File: config.mk
export PLATFORM = sky130hd
export DESIGN_NAME = arpc_ctrl
export DESIGN_NICKNAME = d
export VERILOG_FILES = /design/src/design/arpc_pkg.sv /design/src/design/arpc_ctrl.sv
export SDC_FILE = /design/constraint.sdc
export NUM_CORES = 1
export LEC_CHECK = 0
export ABC_CLOCK_PERIOD_IN_PS = 1700
export BUFFER_PORTS_ARGS = -buffer_cell sky130_fd_sc_hd__buf_2
export CORE_AREA = 2 2 39 41
export DETAILED_ROUTE_END_ITERATION = 12
export DIE_AREA = 0 0 41 43
export GPL_TIMING_DRIVEN = 1
export HOLD_SLACK_MARGIN = 0.03
export SYNTH_ARGS = -nofsm -noshare
export SYNTH_HDL_FRONTEND = slang
export SYNTH_SLANG_ARGS = --single-unit
export TNS_END_PERCENT = 30
File: constraint.sdc
create_clock -name clk_i -period 1.7 [get_ports clk_i]
set_clock_uncertainty 0.2 [all_clocks]
set_input_delay 0.085 -clock clk_i [delete_from_list [all_inputs] [get_ports clk_i]]
set_output_delay 0.085 -clock clk_i [all_outputs]
set_load 0.03 [all_outputs]
File: src/design/arpc_pkg.sv
// Package for the ARP cache engine: shared types, codes and constants.
// Used by the interfaces, the controller, the datapath and the top level.
package arpc_pkg;

  localparam int unsigned IP_W   = 32;
  localparam int unsigned MAC_W  = 48;
  localparam int unsigned AGE_W  = 20;
  localparam int unsigned LEN_W  = 11;
  localparam int unsigned OPC_W  = 16;
  localparam int unsigned CFG_W  = 64;
  localparam int unsigned ADDR_W = 5;

  // Ethernet header plus ARP body
  localparam logic [LEN_W-1:0] MIN_FRAME   = LEN_W'(14 + 28);
  localparam logic [OPC_W-1:0] OPC_REQUEST = OPC_W'(1);
  localparam logic [AGE_W-1:0] AGE_RESET   = AGE_W'(600000);
  localparam logic [AGE_W-1:0] AGE_MAX     = '1;

  typedef enum logic [1:0] {
    OP_PKT     = 2'd0,
    OP_LOOKUP  = 2'd1,
    OP_RESOLVE = 2'd2,
    OP_TICK    = 2'd3
  } op_e;

  typedef enum logic [1:0] {
    SEND_NONE    = 2'd0,
    SEND_REPLY   = 2'd1,
    SEND_REQUEST = 2'd2
  } send_e;

  typedef enum logic [1:0] {
    REG_OWN_IP    = 2'd0,
    REG_OWN_MAC   = 2'd1,
    REG_AGE_LIMIT = 2'd2
  } reg_idx_e;

  typedef enum logic [1:0] {
    S_IDLE,
    S_SCAN,
    S_LEARN,
    S_DONE
  } state_e;

  typedef struct packed {
    logic [IP_W-1:0]  ip;
    logic [MAC_W-1:0] mac;
    logic [AGE_W-1:0] age;
  } entry_t;

  typedef struct packed {
    logic capture;
    logic issue;
    logic learn_wr;
    logic load_out;
  } cmd_t;

  typedef struct packed {
    logic drop;
    logic is_pkt;
    logic all_issued;
    logic last;
    logic out_free;
  } status_t;

endpackage

File: src/design/arpc_ctrl.sv
// Controller of the ARP cache engine: sequences capture, table walk,
// learn write and result hand-off. Depends on arpc_pkg.
module arpc_ctrl import arpc_pkg::*; (
  input  logic    clk_i,
  input  logic    rst_ni,
  input  logic    req_valid_i,
  output logic    req_ready_o,
  input  status_t status_i,
  output cmd_t    cmd_o
);

  state_e state_q, state_d;

  always_ff @(posedge clk_i or negedge rst_ni) begin
    if (!rst_ni) begin
      state_q <= S_IDLE;
    end else begin
      state_q <= state_d;
    end
  end

  // next state
  always_comb begin
    state_d = state_q;
    unique case (state_q)
      S_IDLE: begin
        if (req_valid_i) state_d = S_SCAN;
      end
      S_SCAN: begin
        if (status_i.drop) begin
          state_d = S_DONE;
        end else if (status_i.last) begin
          state_d = status_i.is_pkt ? S_LEARN : S_DONE;
        end
      end
      S_LEARN: state_d = S_DONE;
      S_DONE: begin
        if (status_i.out_free) state_d = S_IDLE;
      end
      default: state_d = S_IDLE;
    endcase
  end

  // outputs
  always_comb begin
    req_ready_o    = (state_q == S_IDLE);
    cmd_o.capture  = (state_q == S_IDLE) && req_valid_i;
    cmd_o.issue    = (state_q == S_SCAN) && !status_i.all_issued && !status_i.drop;
    cmd_o.learn_wr = (state_q == S_LEARN);
    cmd_o.load_out = (state_q == S_DONE) && status_i.out_free;
  end

  a_capture_scans: assert property (@(posedge clk_i) disable iff (!rst_ni)
    cmd_o.capture |=> state_q == S_SCAN)
    else $error("capture did not start a table walk");

  a_load_needs_room: assert property (@(posedge clk_i) disable iff (!rst_ni)
    cmd_o.load_out |-> status_i.out_free)
    else $error("result loaded over an unread one");

  a_learn_only_pkt: assert property (@(posedge clk_i) disable iff (!rst_ni)
    (state_q == S_LEARN) |-> $past(status_i.is_pkt && !status_i.drop))
    else $error("learn step without a long packet");

endmodule

Word level (Yosys, flattened, before mapping)
Cells that the tools add are included.

Equal/unequal tests: 6. Reduce and logical (&&, ||, !) cells: 8. Mux-type cells: 6.

Operators by type and width (count): two-way mux 2 bit (4); one-hot mux 2 bit (4 select lines) (1); == test 2 bit, second input constant (2); logical AND 1 bit (4); != test 2 bit, second input constant (2); != test 3 bit, second input constant (1); AND reduction 3 bit (1); == test 2 x 1 -> 1 bit, second input constant (1); logical NOT 1 bit (2); logical NOT 2 bit (1); two-way mux 1 bit (1).

Word-level logic and storage cells: 21. Register bits: 2. Output and inout port bits: 5. Input bits: 8.

Longest topological paths before layout
Gate-level depths: netlist (run 1).

Word-level depth: 4. Depth in mapped cells: 5. Depth with buffers taken out: 5.

Least setup slack after synthesis (run 1)
Ideal clock, no wire load.

Kind: register -> register. Start point: register state_q[0]. End point: register state_q[1]. Required time: 1.375 ns. Arrival time: 1.507 ns. Stages on the path, launching flop included: 6. Period minus slack after synthesis: 1.831 ns. Buffers on the path: 0. Path slack: -0.131 ns. Library setup time: 0.125 ns. Cells stage by stage: dfrtp_1 -> inv_1 -> ha_1 -> and2b_1 -> nor3_2 -> mux2_2.

Longest elaborated chain between the ends: 3. Elaborated cells between the ends (all ways): 9. Classes of those cells: 6 x eq/ne; 1 x mux; 2 x reduce/logical.

RTL lines: start, declared (line arpc_ctrl.sv:12) `state_e state_q, state_d;`; start signal, assigned (line arpc_ctrl.sv:18) `state_q <= state_d;`; logical NOT 2 bit (*); named net req_ready_o (line arpc_ctrl.sv:7) `output logic req_ready_o,`; != test 2 bit (no source line); AND reduction 3 bit (no source line).

Mark *: on every way through the listed nets, which the timed path passes. The rest lies on a longest branch. A chain may end at the register's enable or synchronous reset.

Worst setup path after layout (run 1)
Start point: register state_q[0]. End point: register state_q[1].

Longest elaborated chain between the ends: 3. Elaborated cells between the ends (all ways): 9. Classes of those cells: 6 x eq/ne; 1 x mux; 2 x reduce/logical.

RTL lines: == test 2 x 1 -> 1 bit (tied with other cells) (line arpc_ctrl.sv:25) `unique case (state_q)`; != test 3 bit (no source line) or != test 2 bit (tied branches); AND reduction 3 bit (no source line).

Parallel ways exist; a longest one is shown, timed or not.

==> impl_metrics.yaml, run 1 <==
drt:
  antenna_left: 0
  drt-initial-drc-count: 2
  firstDrtPassIters: 2
  via_per_inst: 3.902
  routedWlPerCell_um: 9.016
  wl_um: 550
  vias: 238
  drc: 0
critical_path:
  cp-start-kind: "flip-flop"
  crit_path_end: "state_q[1]"
  crit_required_ps: 1600
  reg2reg_setup_slack_ps: 40
  r2r-start: "state_q[0]"
  end_kind: "flip-flop"
  cp_max_fo: 4
  rr_endpoint: "state_q[1]"
  ff2ff_path_depth: 4
  startpoint: "state_q[0]"
  worstPathArrival_ps: 1570
  criticalPathCategory: "reg2reg"
synth:
  ys_seq_area_frac: 0.2299
  yosysWarnings: 0
  syn-mean-instance-area_um2: 10.37
  synthCells: 21
  synth_area_um2: 217.7
  ys_types: 14
  ys_ff_latch: 2
  synth_fp_nets: 33
grt:
  grt.overflow.total: 0
  grt_start_max_net_pins: 5
  grt.total_usage: 0.08342
  grt_pass1_wl_um: 924
  grt_antenna_before_repair: 0
  grt_pass1_vias: 260
floorplan:
  fp.dieW_um: 41
  start_util: 0.1573
  core_mm2: 0.001384
  io_pins: 13
  dieArea_mm2: 0.001763
  rows: 14
  die_h_um: 43
layout:
  nets: 59
  reg_top3: "state_q (2)"
  largest-register: "state_q"
  drive_above_1_share: 0.7333
  diodes: 0
  largest_register_ffs: 2
  final_core_util: 0.3156
  area_delta_synth_final_pct: 100.6
pwr:
  leakagePower_uw: 0.0002266
  vdd_ir_drop_max_v: 0.0007585
  power_density_mw_per_mm2: 1795
clock_network:
  cts_buffers: 3
  clk_pin_slew_ps: 30
  cts_root_buf: "clkbuf_4"
  cts_buffer_depth: 2
  cts-htree-levels: 1
  worstSkewPairLatency_ps: 220
  tritoncts: "done"
  cts.sink_count: 2
status:
  run_status: "completed"
sta:
  post-route-period-util: 0.9786
  setup_viol: 0
  final_max_slew_viol_count: 0
  slew_headroom: 0.8117
  min_period_ps: 1664
  holdWs_ps: 89.69
  rsz0062_at_grt: "true"
  fmaxAchievable_ghz: 0.6011
  tightest_slew_ps: 282.0
  finalHoldViolCount: 0
worst_hold_path:
  hp-class: "in2reg"
  min-delay-start: "status_i[3]"
placed_design:
  place.gp.congestion: 0.6792
  port-buffer-count: 12
job:
  max-cap-violations: 0
-- per-stage QoR --
| step | cell area [um^2] | power [uW] | instances | setup TNS (ps) | worst slack, ps |
|---|---|---|---|---|---|
| global placement | 347.8 | 563.4 | 54 | -19.85 | -19.85 |
| floorplan | 230.2 | 411.6 | 21 | -2.334 | -2.334 |
| finish | 436.7 | 783.7 | 61 | 0 | 36.34 |
| global route | 436.7 | 869.7 | 61 | -17.11 | -17.11 |
| CTS | 407.9 | 744.9 | 60 | 0 | 0.3868 |
| detailed placement | 347.8 | 569.5 | 54 | -35.63 | -35.63 |
-- cell families after synthesis --
logic type | count (synthesis) | synth area share
simple gates | 10 | 0.3678
fa+ha+maj | 4 | 0.2299
compound gates | 2 | 0.08622
buf+inv | 2 | 0.03450
flops | 2 | 0.2299
mux | 1 | 0.05172
-- report_power, final --
group | switching, uW | leakage [uW] | internal [uW] | total [uW]
Sequential | 28.3 | 0.0000237 | 75.4 | 104
Combinational | 270 | 0.000189 | 305 | 575
Clock | 27.0 | 0.0000138 | 77.9 | 105
-- critical path, cell delays in order (launching register included) --
cell and delay, ps:
dfrtp_1 410, ha_2 200, and2b_2 220, nor3_4 190
mux2_4 320
-- cell usage after synthesis --
cell       instances  area, um^2
nor3b_2            1       12.51
nor3b_1            1       7.510
and2_1             2       12.51
o2bb2ai_1          1       8.760
and2b_2            1       8.760
ha_1               4       50.05
nand2b_4           1       13.76
dfrtp_1            2       50.05
a2111oi_1          1       10.01
mux2_2             1       11.26
nor3_2             1       10.01
nor2_1             2       7.510
and2b_1            1       7.510
inv_1              2       7.510
-- timing repair --
item,4_1_cts,5_1_grt
endpoints found under the setup margin,3,3
hold buffers,2,0
hold endpoints to repair,2,0
gates resized for setup,2,7
setup buffers,1,1
pin swaps,1,1
-- how the worst min path moves through the flow --
stage                      end  cells past startpoint
detailed placement  state_q[0]                      1
floorplan           state_q[0]                      0
global placement    state_q[0]                      1
global route        state_q[0]                      4
CTS                 state_q[0]                      4
finish              state_q[0]                      4
-- final cells by class --
class / instances / area [um^2]
clock buffer: 3 / 22.52
fill: 151 / 947.2
inverter: 2 / 7.507
multi-input combinational: 17 / 201.4
sequential: 2 / 50.05
tap: 16 / 20.02
timing repair buffer: 21 / 135.1
-- per-layer routing --
metal,global-route usage,share of wire,vias up
met3,0.01571,0.065,0
met1,0.07419,0.35,110
met4,0.1000,0,0
li1,-,-,120
met2,0.1313,0.58,8
met5,0,0,-
-- placed cells by master, fill, tap and decap left out --
cell type and n:
nand2b_4 1, ha_2 1, and2b_2 1, buf_4 8, dlygate4sd3_1 2, ha_4 1, inv_2 2, o2bb2ai_1 1
buf_2 11, nor3b_2 1, clkbuf_4 3, nor3b_4 1, dfrtp_1 2, and2b_1 1, nor3_4 1, ha_1 2
mux2_4 1, and2_1 2, a2111oi_2 1, nor2_1 2
Power figures use the tool's default switching activity.
==> inputs of run 2 (changes only) <==
CELL_PAD_IN_SITES_DETAIL_PLACEMENT = 1   (was not set)
CELL_PAD_IN_SITES_GLOBAL_PLACEMENT = 1   (was not set)
PLACE_DENSITY_LB_ADDON = 0.1   (was not set)
==> run 2 against run 1 <==
  * Clock-buffer cell count unchanged
  * Routed wire length increased by 8.0%
  * Core utilization decreased by 0.90 points
  * Sequential share of layout area increased by 0.63 points
  * Non-clock buffer count decreased by 1
  * Global-route usage increased by 0.99 points
  * Largest cell class unchanged
  * First-iteration DRC count increased by 50%
  * Sequential cell count unchanged
  * Cell count decreased by 1.6%
  * Final area decreased by 2.9%
  * Worst hold slack got worse by 34 ps
  * Register-to-register slack about the same
==> impl_metrics.yaml, run 2 (synthesis results as in run 1) <==
drt:
  drt-initial-drc-count: 3
  drc: 0
  firstDrtPassIters: 2
  wl_um: 594
  via_per_inst: 4.000
  vias: 240
  routedWlPerCell_um: 9.900
  antenna_left: 0
layout:
  area_delta_synth_final_pct: 94.83
  layout_common_cells: "buf_2 (11), buf_4 (7), clkbuf_4 (3)"
  nets: 58
  final_core_util: 0.3065
  reg_top3: "state_q (2)"
  largest_register_ffs: 2
  drive_above_1_share: 0.7500
  final_area_um2: 424.2
  largest-register: "state_q"
  layout_commonest_cell: "buf_2"
  fillers: 169
  diodes: 0
sta:
  final_max_slew_viol_count: 0
  finalWorstSetupSlack_ps: 26.48
  setup_viol: 0
  tightest_slew_ps: 296.8
  post-route-period-util: 0.9844
  min_period_ps: 1674
  fmaxAchievable_ghz: 0.5975
  rsz0062_at_grt: "true"
  slew_headroom: 0.8013
  finalHoldViolCount: 0
clock_network:
  cts-htree-levels: 1
  cts_buffers: 3
  cts_buffer_depth: 2
  clk_pin_slew_ps: 30
  tritoncts: "done"
  cts_root_buf: "clkbuf_4"
  cts.sink_count: 2
  worstSkewPairLatency_ps: 220
floorplan:
  fp.dieW_um: 41
  dieArea_mm2: 0.001763
  io_pins: 13
  rows: 14
  start_util: 0.1573
  core_mm2: 0.001384
  die_h_um: 43
critical_path:
  end_kind: "flip-flop"
  worstPathArrival_ps: 1580
  crit_required_ps: 1600
  cp_max_fo: 4
  slowest_stage: "dfrtp_1"
  crit_chain: "ha_2, and2b_2, nor3_4, mux2_4"
  ff2ff_path_depth: 4
  criticalPathCategory: "reg2reg"
  cp-start-kind: "flip-flop"
  critPathMaxStageDelay_ps: 410
grt:
  grt_pass1_wl_um: 1069
  grt_pass1_vias: 260
  grt.overflow.total: 0
  grt_antenna_before_repair: 0
  grt.total_usage: 0.09328
  grt_start_max_net_pins: 5
pwr:
  total_power_uw: 758.8
  leakagePower_uw: 0.0002171
  power_density_mw_per_mm2: 1789
  vdd_ir_drop_max_v: 0.0006287
placed_design:
  port-buffer-count: 12
  hpwl_um: 463.9
  place.gp.congestion: 0.6928
  place_worst_setup_slack_ps: -53.58
  placed_area_um2: 340.3
worst_hold_path:
  hp-class: "in2reg"
  worstHoldPathCells: 4
job:
  max-cap-violations: 0
status:
  run_status: "completed"
==> run 2: metrics by stage <==
step / cells / setup TNS (ps) / hold WS (ps)
3_5_place_dp: 53 / -64.03 / -327.8
3_3_place_gp: 53 / -49.26 / -327.5
4_1_cts: 59 / -11.74 / 64.65
5_1_grt: 60 / -40.61 / 96.48
6_report: 60 / 0 / 55.54
2_1_floorplan: 21 / -2.334 / -410.6
==> run 2: area by class of cell <==
type | count | area [um^2] | share of cell area
Inverter | 2 | 7.507 | 0.01770
Tap cell | 16 | 20.02 | 0.04720
Sequential cell | 2 | 51.30 | 0.1209
Timing Repair Buffer | 20 | 127.6 | 0.3009
Multi-Input combinational cell | 17 | 195.2 | 0.4602
Clock buffer | 3 | 22.52 | 0.05310
==> run 2: power breakdown <==
part	leakage, uW	total (uW)	switching (uW)	internal [uW]
Combinational	0.000181	544	262	282
Clock	0.0000138	104	26.4	77.8
Sequential	0.0000227	111	32.7	77.8
Total	0.000217	759	321	437
==> run 2: final timing paths <==
path,slack [ps],start,endpoint
max reg2reg,30,state_q[0],state_q[1]
min reg2reg,470,state_q[1],state_q[1]
min in group asynchronous,510,rst_ni,state_q[1]
max in group asynchronous,650,rst_ni,state_q[1]
min,60,status_i[3],state_q[0]
max,30,state_q[0],state_q[1]
==> run 2: timing repair <==
action / 4_1_cts / 5_1_grt
pin swaps: 1 / 2
gates resized for setup: 4 / 5
endpoints found under the hold margin: 2 / 0
endpoints found under the setup margin: 3 / 4
buffers inserted: 1 / 1
hold buffers: 2 / 0
==> run 2: critical path, delay by kind of cell, from the launching register on <==
kind / cells / cell delay [ps]
adder cells (fa/ha/maj): 1 / 210
flip-flops: 1 / 410
multiplexers: 1 / 310
AND/OR/NAND/NOR: 2 / 420
==> run 2: layer usage <==
metal,vias up,share of wire,track usage
met5,-,0,0
met4,0,0,0.08000
met3,0,0.072,0.01571
met2,7,0.59,0.1344
met1,116,0.34,0.1122
li1,117,-,-
