## config.mk

```make
export PLATFORM = sky130hd
export DESIGN_NAME = arpc_datapath
export DESIGN_NICKNAME = d
export VERILOG_FILES = /design/src/design/arpc_pkg.sv /design/src/design/arpc_ram.sv /design/src/design/arpc_datapath.sv
export SDC_FILE = /design/constraint.sdc
export NUM_CORES = 2
export LEC_CHECK = 0
export ABC_AREA = 1
export BUFFER_PORTS_ARGS = -buffer_cell sky130_fd_sc_hd__buf_2
export CORE_ASPECT_RATIO = 1.2
export CORE_MARGIN = 1.5
export CORE_UTILIZATION = 30
export DETAILED_ROUTE_END_ITERATION = 10
export MAX_ROUTING_LAYER = met4
export SLEW_MARGIN = 25
export SYNTH_ARGS = -nofsm -noshare
export SYNTH_HDL_FRONTEND = slang
export SYNTH_SLANG_ARGS = --single-unit
```

## constraint.sdc

```tcl
create_clock -name clk_i -period 6 [get_ports clk_i]
set_input_delay 0 -clock clk_i [delete_from_list [all_inputs] [get_ports clk_i]]
set_output_delay 0 -clock clk_i [all_outputs]
set_load 0.01 [all_outputs]
```

## src/design/arpc_pkg.sv

```systemverilog
// Package for the ARP cache engine: shared types, codes and constants.
// Used by the interfaces, the controller, the datapath and the top level.
package arpc_pkg;

  localparam int unsigned IP_W   = 32;
  localparam int unsigned MAC_W  = 48;
  localparam int unsigned AGE_W  = 20;
  localparam int unsigned LEN_W  = 11;
  localparam int unsigned OPC_W  = 16;
  localparam int unsigned CFG_W  = 64;
  localparam int unsigned ADDR_W = 5;

  // Ethernet header plus ARP body
  localparam logic [LEN_W-1:0] MIN_FRAME   = LEN_W'(14 + 28);
  localparam logic [OPC_W-1:0] OPC_REQUEST = OPC_W'(1);
  localparam logic [AGE_W-1:0] AGE_RESET   = AGE_W'(600000);
  localparam logic [AGE_W-1:0] AGE_MAX     = '1;

  typedef enum logic [1:0] {
    OP_PKT     = 2'd0,
    OP_LOOKUP  = 2'd1,
    OP_RESOLVE = 2'd2,
    OP_TICK    = 2'd3
  } op_e;

  typedef enum logic [1:0] {
    SEND_NONE    = 2'd0,
    SEND_REPLY   = 2'd1,
    SEND_REQUEST = 2'd2
  } send_e;

  typedef enum logic [1:0] {
    REG_OWN_IP    = 2'd0,
    REG_OWN_MAC   = 2'd1,
    REG_AGE_LIMIT = 2'd2
  } reg_idx_e;

  typedef enum logic [1:0] {
    S_IDLE,
    S_SCAN,
    S_LEARN,
    S_DONE
  } state_e;

  typedef struct packed {
    logic [IP_W-1:0]  ip;
    logic [MAC_W-1:0] mac;
    logic [AGE_W-1:0] age;
  } entry_t;

  typedef struct packed {
    logic capture;
    logic issue;
    logic learn_wr;
    logic load_out;
  } cmd_t;

  typedef struct packed {
    logic drop;
    logic is_pkt;
    logic all_issued;
    logic last;
    logic out_free;
  } status_t;

endpackage

```

## src/design/arpc_ram.sv

```systemverilog
// Generic single-write, single-read RAM with registered read data.
// No dependencies.
module arpc_ram #(
  parameter int unsigned WIDTH = 8,
  parameter int unsigned DEPTH = 16
) (
  input  logic                     clk_i,
  input  logic                     we_i,
  input  logic [$clog2(DEPTH)-1:0] waddr_i,
  input  logic [WIDTH-1:0]         wdata_i,
  input  logic [$clog2(DEPTH)-1:0] raddr_i,
  output logic [WIDTH-1:0]         rdata_o
);

  logic [WIDTH-1:0] mem_q [DEPTH];
  logic [WIDTH-1:0] rdata_q;

  always_ff @(posedge clk_i) begin
    if (we_i) begin
      mem_q[waddr_i] <= wdata_i;
    end
    rdata_q <= mem_q[raddr_i];
  end

  assign rdata_o = rdata_q;

endmodule

```

## src/design/arpc_datapath.sv

```systemverilog
// Datapath of the ARP cache engine: request and config operands, table RAM,
// valid marks, walk counters, search results and the output register.
// Depends on arpc_pkg and arpc_ram.
module arpc_datapath import arpc_pkg::*; #(
  parameter int unsigned ENTRIES = 16
) (
  input  logic             clk_i,
  input  logic             rst_ni,
  input  cmd_t             cmd_i,
  output status_t          status_o,
  input  logic [1:0]       operation_i,
  input  logic [LEN_W-1:0] frame_length_i,
  input  logic [OPC_W-1:0] arp_opcode_i,
  input  logic [IP_W-1:0]  sender_ip_i,
  input  logic [MAC_W-1:0] sender_mac_i,
  input  logic [IP_W-1:0]  query_ip_i,
  input  logic [IP_W-1:0]  own_ip_i,
  input  logic [AGE_W-1:0] age_limit_i,
  input  logic             rsp_ready_i,
  output logic             rsp_valid_o,
  output logic             hit_o,
  output logic [MAC_W-1:0] found_mac_o,
  output logic [1:0]       send_kind_o,
  output logic [MAC_W-1:0] peer_mac_o,
  output logic [IP_W-1:0]  peer_ip_o
);

  localparam int unsigned IW = $clog2(ENTRIES);
  localparam int unsigned CW = $clog2(ENTRIES + 1);

  // captured request
  op_e              op_q;
  logic [LEN_W-1:0] flen_q;
  logic [OPC_W-1:0] opc_q;
  logic [IP_W-1:0]  sip_q;
  logic [MAC_W-1:0] smac_q;
  logic [IP_W-1:0]  tip_q;

  // walk state
  logic [CW-1:0]      rd_cnt_q, rd_cnt_d;
  logic               rdv_q;
  logic [IW-1:0]      dix_q;
  logic [ENTRIES-1:0] vld_q, vld_d;
  logic               mfound_q, mfound_d;
  logic               ffound_q, ffound_d;
  logic [IW-1:0]      midx_q, fidx_q;
  logic [MAC_W-1:0]   mmac_q;

  // output register
  logic             out_valid_q, out_valid_d;
  logic             hit_q;
  logic [MAC_W-1:0] fmac_q;
  send_e            kind_q;
  logic [MAC_W-1:0] pmac_q;
  logic [IP_W-1:0]  pip_q;

  logic [$bits(entry_t)-1:0] ram_rdata, ram_wdata;
  logic [IW-1:0]             ram_waddr;
  logic                      ram_we;
  entry_t                    row, wrow;
  logic [IP_W-1:0]           key;
  logic                      is_match, is_free, tick_we, expire, drop;
  logic [AGE_W-1:0]          age_inc;
  logic [IW-1:0]             slot;

  logic             res_hit;
  logic [MAC_W-1:0] res_fmac, res_pmac;
  send_e            res_kind;
  logic [IP_W-1:0]  res_pip;

  always_ff @(posedge clk_i) begin
    if (cmd_i.capture) begin
      op_q   <= op_e'(operation_i);
      flen_q <= frame_length_i;
      opc_q  <= arp_opcode_i;
      sip_q  <= sender_ip_i;
      smac_q <= sender_mac_i;
      tip_q  <= query_ip_i;
    end
    if (cmd_i.issue) begin
      dix_q <= rd_cnt_q[IW-1:0];
    end
    if (is_match && !mfound_q) begin
      midx_q <= dix_q;
      mmac_q <= row.mac;
    end
    if (is_free && !ffound_q) begin
      fidx_q <= dix_q;
    end
    if (cmd_i.load_out) begin
      hit_q  <= res_hit;
      fmac_q <= res_fmac;
      kind_q <= res_kind;
      pmac_q <= res_pmac;
      pip_q  <= res_pip;
    end
  end

  always_ff @(posedge clk_i or negedge rst_ni) begin
    if (!rst_ni) begin
      rd_cnt_q    <= '0;
      rdv_q       <= 1'b0;
      vld_q       <= '0;
      mfound_q    <= 1'b0;
      ffound_q    <= 1'b0;
      out_valid_q <= 1'b0;
    end else begin
      rd_cnt_q    <= rd_cnt_d;
      rdv_q       <= cmd_i.issue;
      vld_q       <= vld_d;
      mfound_q    <= mfound_d;
      ffound_q    <= ffound_d;
      out_valid_q <= out_valid_d;
    end
  end

  arpc_ram #(
    .WIDTH ($bits(entry_t)),
    .DEPTH (ENTRIES)
  ) u_table (
    .clk_i   (clk_i),
    .we_i    (ram_we),
    .waddr_i (ram_waddr),
    .wdata_i (ram_wdata),
    .raddr_i (rd_cnt_q[IW-1:0]),
    .rdata_o (ram_rdata)
  );

  // search and ageing on the entry read back this cycle
  always_comb begin
    row      = entry_t'(ram_rdata);
    key      = (op_q == OP_PKT) ? sip_q : tip_q;
    is_match = rdv_q && vld_q[dix_q] && (row.ip == key);
    is_free  = rdv_q && !vld_q[dix_q];
    age_inc  = (row.age == AGE_MAX) ? row.age : row.age + AGE_W'(1);
    expire   = age_inc > age_limit_i;
    tick_we  = rdv_q && (op_q == OP_TICK) && vld_q[dix_q];
    drop     = (op_q == OP_PKT) && (flen_q < MIN_FRAME);
    slot     = mfound_q ? midx_q : (ffound_q ? fidx_q : '0);
  end

  always_comb begin
    wrow      = '{ip: row.ip, mac: row.mac, age: age_inc};
    ram_waddr = dix_q;
    if (cmd_i.learn_wr) begin
      wrow      = '{ip: sip_q, mac: smac_q, age: '0};
      ram_waddr = slot;
    end
    ram_we    = tick_we || cmd_i.learn_wr;
    ram_wdata = wrow;
  end

  always_comb begin
    rd_cnt_d = rd_cnt_q;
    mfound_d = mfound_q || is_match;
    ffound_d = ffound_q || is_free;
    vld_d    = vld_q;
    if (cmd_i.capture) begin
      rd_cnt_d = '0;
      mfound_d = 1'b0;
      ffound_d = 1'b0;
    end else if (cmd_i.issue) begin
      rd_cnt_d = rd_cnt_q + CW'(1);
    end
    if (tick_we && expire) vld_d[dix_q] = 1'b0;
    if (cmd_i.learn_wr)    vld_d[slot]  = 1'b1;
  end

  // result of the finished item
  always_comb begin
    res_hit  = 1'b0;
    res_fmac = '0;
    res_kind = SEND_NONE;
    res_pmac = '0;
    res_pip  = '0;
    unique case (op_q)
      OP_PKT: begin
        if (!drop && (opc_q == OPC_REQUEST) && (tip_q == own_ip_i) && (own_ip_i != '0)) begin
          res_kind = SEND_REPLY;
          res_pmac = smac_q;
          res_pip  = sip_q;
        end
      end
      OP_LOOKUP, OP_RESOLVE: begin
        if (mfound_q) begin
          res_hit  = 1'b1;
          res_fmac = mmac_q;
        end else if (op_q == OP_RESOLVE) begin
          res_kind = SEND_REQUEST;
          res_pip  = tip_q;
        end
      end
      OP_TICK: ;
      default: ;
    endcase
  end

  always_comb begin
    out_valid_d = out_valid_q;
    if (cmd_i.load_out) begin
      out_valid_d = 1'b1;
    end else if (rsp_ready_i) begin
      out_valid_d = 1'b0;
    end
  end

  assign status_o.drop       = drop;
  assign status_o.is_pkt     = (op_q == OP_PKT);
  assign status_o.all_issued = (rd_cnt_q == CW'(ENTRIES));
  assign status_o.last       = rdv_q && (dix_q == IW'(ENTRIES - 1));
  assign status_o.out_free   = !out_valid_q || rsp_ready_i;

  assign rsp_valid_o = out_valid_q;
  assign hit_o       = hit_q;
  assign found_mac_o = fmac_q;
  assign send_kind_o = kind_q;
  assign peer_mac_o  = pmac_q;
  assign peer_ip_o   = pip_q;

  a_one_writer: assert property (@(posedge clk_i) disable iff (!rst_ni)
    !(tick_we && cmd_i.learn_wr))
    else $error("ageing write and learn write collide");

  a_learn_long_pkt: assert property (@(posedge clk_i) disable iff (!rst_ni)
    cmd_i.learn_wr |-> (op_q == OP_PKT) && !drop)
    else $error("learn write for an item that does not learn");

  a_walk_bound: assert property (@(posedge clk_i) disable iff (!rst_ni)
    cmd_i.issue |=> rd_cnt_q <= CW'(ENTRIES))
    else $error("table walk ran past the last entry");

endmodule

```

# After elaboration in Yosys (flattened, before gate mapping)
# Memories as Yosys holds them, arrays and structs flattened. A register that Yosys moved wholly into a read port is not among the register bits.
# Index checks and enable logic that the tools add are counted.
# Widths: inputs -> output; s select.
[totals]
n_memories = 1
input_bits = 200
regBits = 357
ramBits = 1600
out_inout_bits = 137
wordCells = 104
[op_classes]
muxes = 31
reduce_logical = 31
add_sub_neg = 2
order_cmp = 6
n_bitwise = 3
n_eq_ne = 9
[mem_list]
columns = ["memory", "words", "word_bits", "read_ports", "rd_clocked_by_memory_dff", "write_ports", "line", "text"]
rows = [
  ["u_table.mem_q", 16, 100, 1, 1, 1, "arpc_ram.sv:15", "logic [WIDTH-1:0] mem_q [DEPTH];"],
]
[ops]
columns = ["operator", "count"]
rows = [
  ["$mux 32", 4],
  ["$mux 100", 1],
  ["$eq 32x32->1", 2],
  ["$pmux 32 s2", 1],
  ["$mux 16", 2],
  ["$reduce_bool 32->1", 1],
  ["$add 20x1->20 const B", 1],
  ["$eq 20x20->1 const B", 1],
  ["$gt 20x20->1", 1],
  ["$mux 20", 1],
  ["$and 16x16->16", 1],
  ["$eq 16x1->1 const B", 1],
  ["$not 16->16", 1],
  ["$or 16x16->16", 1],
  ["$logic_and 1x1->1", 15],
  ["$mux 4", 3],
  ["$lt 11x6->1 const B", 1],
  ["$mux 1", 11],
  ["$lt 4x5->1 const B", 2],
  ["$mux 5", 2],
  ["$demux 1 s4", 2],
  ["$ge 4x1->1 const B", 2],
  ["$add 5x1->5 const B", 1],
  ["$eq 5x5->1 const B", 1],
  ["other kinds (12)", 23],
]

# Depth between registers and ports, before layout
[logic_depth]
word_depth = 9
mapped_depth = 23
mapped_depth_nobuf = 21

# Cells and area by module
# From an unflattened synthesis, not the netlist that was laid out.
[unflattened]
cells_unflattened = 8311
area_unflattened_um2 = 87752.9
[modules_own_cells]
columns = ["module", "n_inst", "seq_area_each_um2", "area_each_um2", "cells_per_inst"]
rows = [
  ["arpc_ram", 1, 50048.0, 70945.5, 6562],
  ["arpc_datapath", 1, 10565.1, 16807.4, 1749],
]

# Worst setup path before layout
# OpenSTA, ideal clock, no wires.
[synth_path]
kind = "reg-to-reg"
from = "register dix_q[0]"
to = "memory u_table.mem_q[0][0] in the netlist's numbering, enable pin"
t_required_ns = 5.440
stages_incl_launch_ff = 12
arrival_ns = 5.651
period_less_slack_ns = 6.212
n_path_buf = 2
path_slack_ns = -0.212
setup_time_ns = 0.560
path_cell_list = "edfxtp_1 buf_2 buf_6 o21ai_0 nand2_1 nand2_1 nand2_1 nand2_1 nor2_2 o21ai_1 nand3_1 nor2_1"
[synth_via]
elab_chain_cells = 6
word_cells_on_any_way = 7
cone_classes = "mux: 5; reduce/logical: 2"
[synth_lines]
columns = ["item", "line", "text"]
rows = [
  ["start: declaration", "arpc_datapath.sv:42", "logic [IW-1:0] dix_q;"],
  ["start signal: assignment", "arpc_datapath.sv:81", "dix_q <= rd_cnt_q[IW-1:0];"],
  ["$bmux 1 s4", "arpc_datapath.sv:137", "tick_we = rdv_q && (op_q == OP_TICK) && vld_q[dix_q];"],
  ["$mux 1 (implied by the code)", "arpc_datapath.sv:137", ""],
  ["$logic_and 1x1->1", "arpc_datapath.sv:137", ""],
  ["$logic_or 1x1->1", "arpc_datapath.sv:149", "ram_we = tick_we || cmd_i.learn_wr;"],
  ["$mux 1", "arpc_ram.sv:19", "if (we_i) begin"],
  ["$mux 1 (implied by the code)", "arpc_ram.sv:20", "mem_q[waddr_i] <= wdata_i;"],
  ["end: declaration", "arpc_ram.sv:15", ""],
]
# Parallel ways exist; a longest one is shown, timed or not. The select of a mux whose other input is x is not followed.

# Final worst setup path
[layout_path]
from = "register u_table.rdata_q[1] (netlist: u_table.rdata_o[1]) (read register of u_table.mem_q)"
to = "register vld_q[9]"
[layout_via]
elab_chain_cells = 7
word_cells_on_any_way = 8
cone_classes = "add/sub: 1; order compare: 1; eq/ne: 1; mux: 3; bitwise: 1; reduce/logical: 1"
[layout_lines]
columns = ["item", "line", "text"]
rows = [
  ["start: declaration", "arpc_ram.sv:16", "logic [WIDTH-1:0] rdata_q;"],
  ["$add 20x1->20 / $eq 20x20->1 (equally long branches)", "arpc_datapath.sv:135", "age_inc = (row.age == AGE_MAX) ? row.age : row.age + AGE_W'(1);"],
  ["$mux 20 (*)", "arpc_datapath.sv:135", ""],
  ["$gt 20x20->1 (*)", "arpc_datapath.sv:136", "expire = age_inc > age_limit_i;"],
  ["$logic_and 1x1->1 (*)", "arpc_datapath.sv:165", "if (tick_we && expire) vld_d[dix_q] = 1'b0;"],
  ["$mux 16 (*)", "arpc_datapath.sv:165", ""],
  ["$or 16x16->16 (no line)", "n/a", ""],
  ["$mux 16 (*)", "arpc_datapath.sv:166", "if (cmd_i.learn_wr) vld_d[slot] = 1'b1;"],
  ["net vld_d[9]", "arpc_datapath.sv:43", "logic [ENTRIES-1:0] vld_q, vld_d;"],
  ["end signal: assignment", "arpc_datapath.sv:110", "vld_q <= vld_d;"],
  ["end: declaration", "arpc_datapath.sv:43", ""],
]
# Mark *: on every way through the listed nets, which the timed path passes. The rest lies on a longest branch.
# A chain may end at the register's enable or synchronous reset.

==> summary.md <==
| Metric | Value |
|---|---|
| Main combinational cell family by area after synthesis | `simple AND/OR/NAND/NOR gates` |
| PnR worst setup slack | `between 700 and 800 ps` |
| Syn avg cell area | `about 13 µm²` |
| Die area | `~270,000 µm²` |
| Critical-path maximum fanout | `29` |
| Clock Root Buffer | `clkbuf_16` |
| Net Sw Frac | `0.2353` |
| Synth top area share | `0.7264` |
| Reg power frac | `0.504` |
| H-tree Lvls | `4` |
| Post-place setup slack | `around 1400 ps` |
| TritonCTS Buffers | `~210` |
| Gr ovfl total | `0` |
| Top FF cell, synth | `edfxtp_1` |
| RSZ-0062 raised after global routing | `no` |
| Final hold vios | `0` |
| Synthesized instance count | `approximately 6.2k` |
| Fin area | `96,870 µm²` |
| Slew headroom | `0.2712` |
| Startpoint types | `register` |
| Post-Synth Simple-Gate Area | `0.1012` |
| Register area | `around 61,000 µm²` |
| Post-synthesis compound-gate area fraction | `0.1012` |
| Die height | `between 500 and 600 µm` |
| Largest net degree at the start of global routing | `roughly 240` |
| Area contributors post-synth | `edfxtp_1 73%, o21ai_0 5.6%, nor2_1 4.7%` |
| DR iter-0 viols | `about 5.2k` |
| Multi-input combinational cell area | `around 17,000 µm²` |
| Distinct cell type count after synthesis | `37` |
| Vias in the first global route | `between 50k and 60k` |
| Post-synthesis adder-cell area fraction | `0.004075` |
| P_sw | `around 7.8 mW` |
| CTS tree | `done` |
| Worst Path Arrival | `5940 ps` |
| Slew Limit Fails | `0` |
| Commonest non-fill, non-tap cell in the layout | `edfxtp_1` |
| Final Wtd Congestion | `0.8553` |
| Vias per inst | `around 5` |
| Post-Route WL | `approximately 230 mm` |
| Clk network pwr share | `0.414` |
| Routed WL per cell | `21.35 µm` |
| Max Cap Violations | `0` |
| Critical path class | `register to register` |
| Int Pwr | `approximately 25 mW` |
| Number of port buffers | `approximately 340` |
| Most frequent cells in the layout | `1,931 x edfxtp_1, 973 x nor2_1, 898 x o21ai_0` |
| Row count | `around 210` |
| DP HPWL | `119.2 mm` |
| Initial antenna violation count | `14` |
| Worst IR Drop VDD | `approximately 0.25 mV` |
| TritonCTS sink count | `a little over 2k` |
| Hold/Removal Path Class | `input port to register` |
| Synth Net Count | `about 6.4k` |
| Pwr/cell area | `approximately 340 nW/µm²` |
| EDFF count, synth | `1,931` |
| Setup Buffers After CTS | `0` |
| Core area | `~260,000 µm²` |
| Fillers | `between 20k and 30k` |
| Final setup viols | `0` |
| Die Width | `between 400 and 500 µm` |
| First-pass GRT wire length | `~330 mm` |
| Seq/Total Area, Yosys | `0.7593` |
| Critical Path RT | `approximately 6700 ps` |
| Total Nets Final | `roughly 7.0k` |
| Post-synthesis register bit count | `roughly 2.1k` |
| Post-synthesis mux area share | `0` |
| Layout cells sized above 1 | `0.1287` |
| Dominant cell type by area after synthesis | `edfxtp_1` |
| Gate power share | `0.082` |
| GRT Overall Usage | `0.1671` |
| Fmax | `0.1919 GHz` |
| Status | `finished clean` |
| Crit. End Element | `register` |
| Area grow syn2layout | `21.34%` |
| XOR/XNOR Fraction of Synth Area | `0.003511` |
| Clock transition at path regs | `60 ps` |
| Worst clock skew | `72.91 ps` |
| Initial Utilization | `0.3016` |
| Post-layout power | `~33 mW` |
| Syn. warnings | `0` |
| Ys async rst share | `0.01216` |
| Clock latency on the worst-skew pair | `roughly 880 ps` |
| Area post-placement | `between 80,000 and 90,000 µm²` |
| I/O pin count | `around 340` |
| First drt pass iteration count | `6` |
| Worst-margin pin slew | `approximately 1100 ps` |
| Maximum root-to-sink buffer count | `3` |
| Vias | `52.48k` |
| Tcrit/Tclk final | `0.8685` |
| Antenna viol nets, final | `0` |
| LEAKAGE | `33.70 nW` |
| DRC | `0` |
| Synthesized cell area | `approximately 80,000 µm²` |
| Minimum clock period | `around 5200 ps` |
## through the flow
step	utilization	setup TNS (ps)	hold WS, ps	cells
after global routing	0.3659	0	50.29	10540
final	0.3660	0	31.59	10540
after global placement	0.3260	0	106.0	9838
after CTS	0.3654	0	2.493	10530
after floorplan	-	-338420	-295.6	6163
after detailed placement	0.3264	0	110.7	9842
## Yosys cell counts, types with 23 or more instances
cell      count
ha_1         26
o211ai_1     46
nand2_1     689
nor2_1      993
dfrtp_1      25
o22ai_1     252
o21ai_0     898
nand4_1      41
edfxtp_1   1931
buf_2        37
clkbuf_1    315
nand3_1     254
a21oi_1      38
buf_1        23
o221ai_1    155
inv_1       241
dfxtp_1     100
## registers in the layout (all words and copies together) (netlist names)
name             flops
dix_q                4
u_table.mem_q     1600
mfound_q             1
rdv_q                1
mmac_q              48
hit_o                1
tip_q               32
flen_q              10
vld_q               16
ffound_q             1
fidx_q               4
peer_mac_o          48
smac_q              48
found_mac_o         48
send_kind_o          2
opc_q               16
midx_q               4
peer_ip_o           32
rsp_valid_o          1
rd_cnt_q             5
u_table.rdata_o    100
op_q                 2
sip_q               32
## critical path: stages (launching register included)
cell and delay [ps]:
dfxtp_1 400, ha_1 280, nand2_1 70, nor2_1 220, nand2_1 140, nor3_2 180, nand4_1 580, buf_4 490
nand2_1 110, ha_1 240, nand2_1 100, nor2_1 60, nand2_1 80, nor2_1 70, nand3_1 70, nor2_1 50
dlygate4sd3_1 560, nor2_2 700, nand2_2 420, nand2_1 170, nand3_1 80
## per-layer routing
| layer | global-route usage | vias up | share of wire |
|---|---|---|---|
| met5 | - | - | 0 |
| met4 | 0.05466 | 0 | 0.030 |
| met3 | 0.02432 | 379 | 0.063 |
| met2 | 0.2708 | 1920 | 0.48 |
| met1 | 0.2150 | 26410 | 0.43 |
| li1 | - | 23770 | - |
## power groups by stage
stage / sequential, mW / combinational (mW) / clock (mW)
finish: 16.8 / 2.74 / 13.7
global route: 16.8 / 3.03 / 14.5
CTS: 16.8 / 2.71 / 14.0
detailed placement: 17.1 / 2.55 / 0
global placement: 17.0 / 2.47 / 0
floorplan: 17.0 / 1.51 / 0
## cell type report
class	count	share of cell area
flip-flops and latches	2056	0.6258
clock inverters	127	0.01755
inverters	246	0.009765
diodes	8	0.0002067
multi-input cells	3479	0.1752
clock buffers	269	0.05831
repair buffers	806	0.06723
well taps	3553	0.04589
## final timing paths
check | start | endpoint | cells past startpoint | slack (ps)
setup / recovery | u_table.rdata_o[1] | vld_q[9] | 20 | 790
min in group asynchronous | rst_ni | vld_q[0] | 4 | 230
max in group asynchronous | rst_ni | rd_cnt_q[0] | 4 | 5550
hold reg to reg | u_table.rdata_o[42] | mmac_q[22] | 0 | 420
hold / removal | cmd_i[2] | rdv_q | 2 | 30
setup reg to reg | u_table.rdata_o[1] | vld_q[9] | 20 | 790
## kinds of logic after synthesis
logic type                 count (synthesis)
adders and majority gates                 26
and+or+nand+nor                         2015
AOI/OAI and AO/OA                       1406
DFF                                     2056
xor gates and xnor gates                  32
buffers and inverters                    628
## what timing repair did
| item | 4_1_cts | 5_1_grt |
|---|---|---|
| resized for setup | 0 | 0 |
| hold endpoints to repair | 493 | 0 |
| hold buffers | 295 | 0 |
Power figures use the tool's default switching activity.
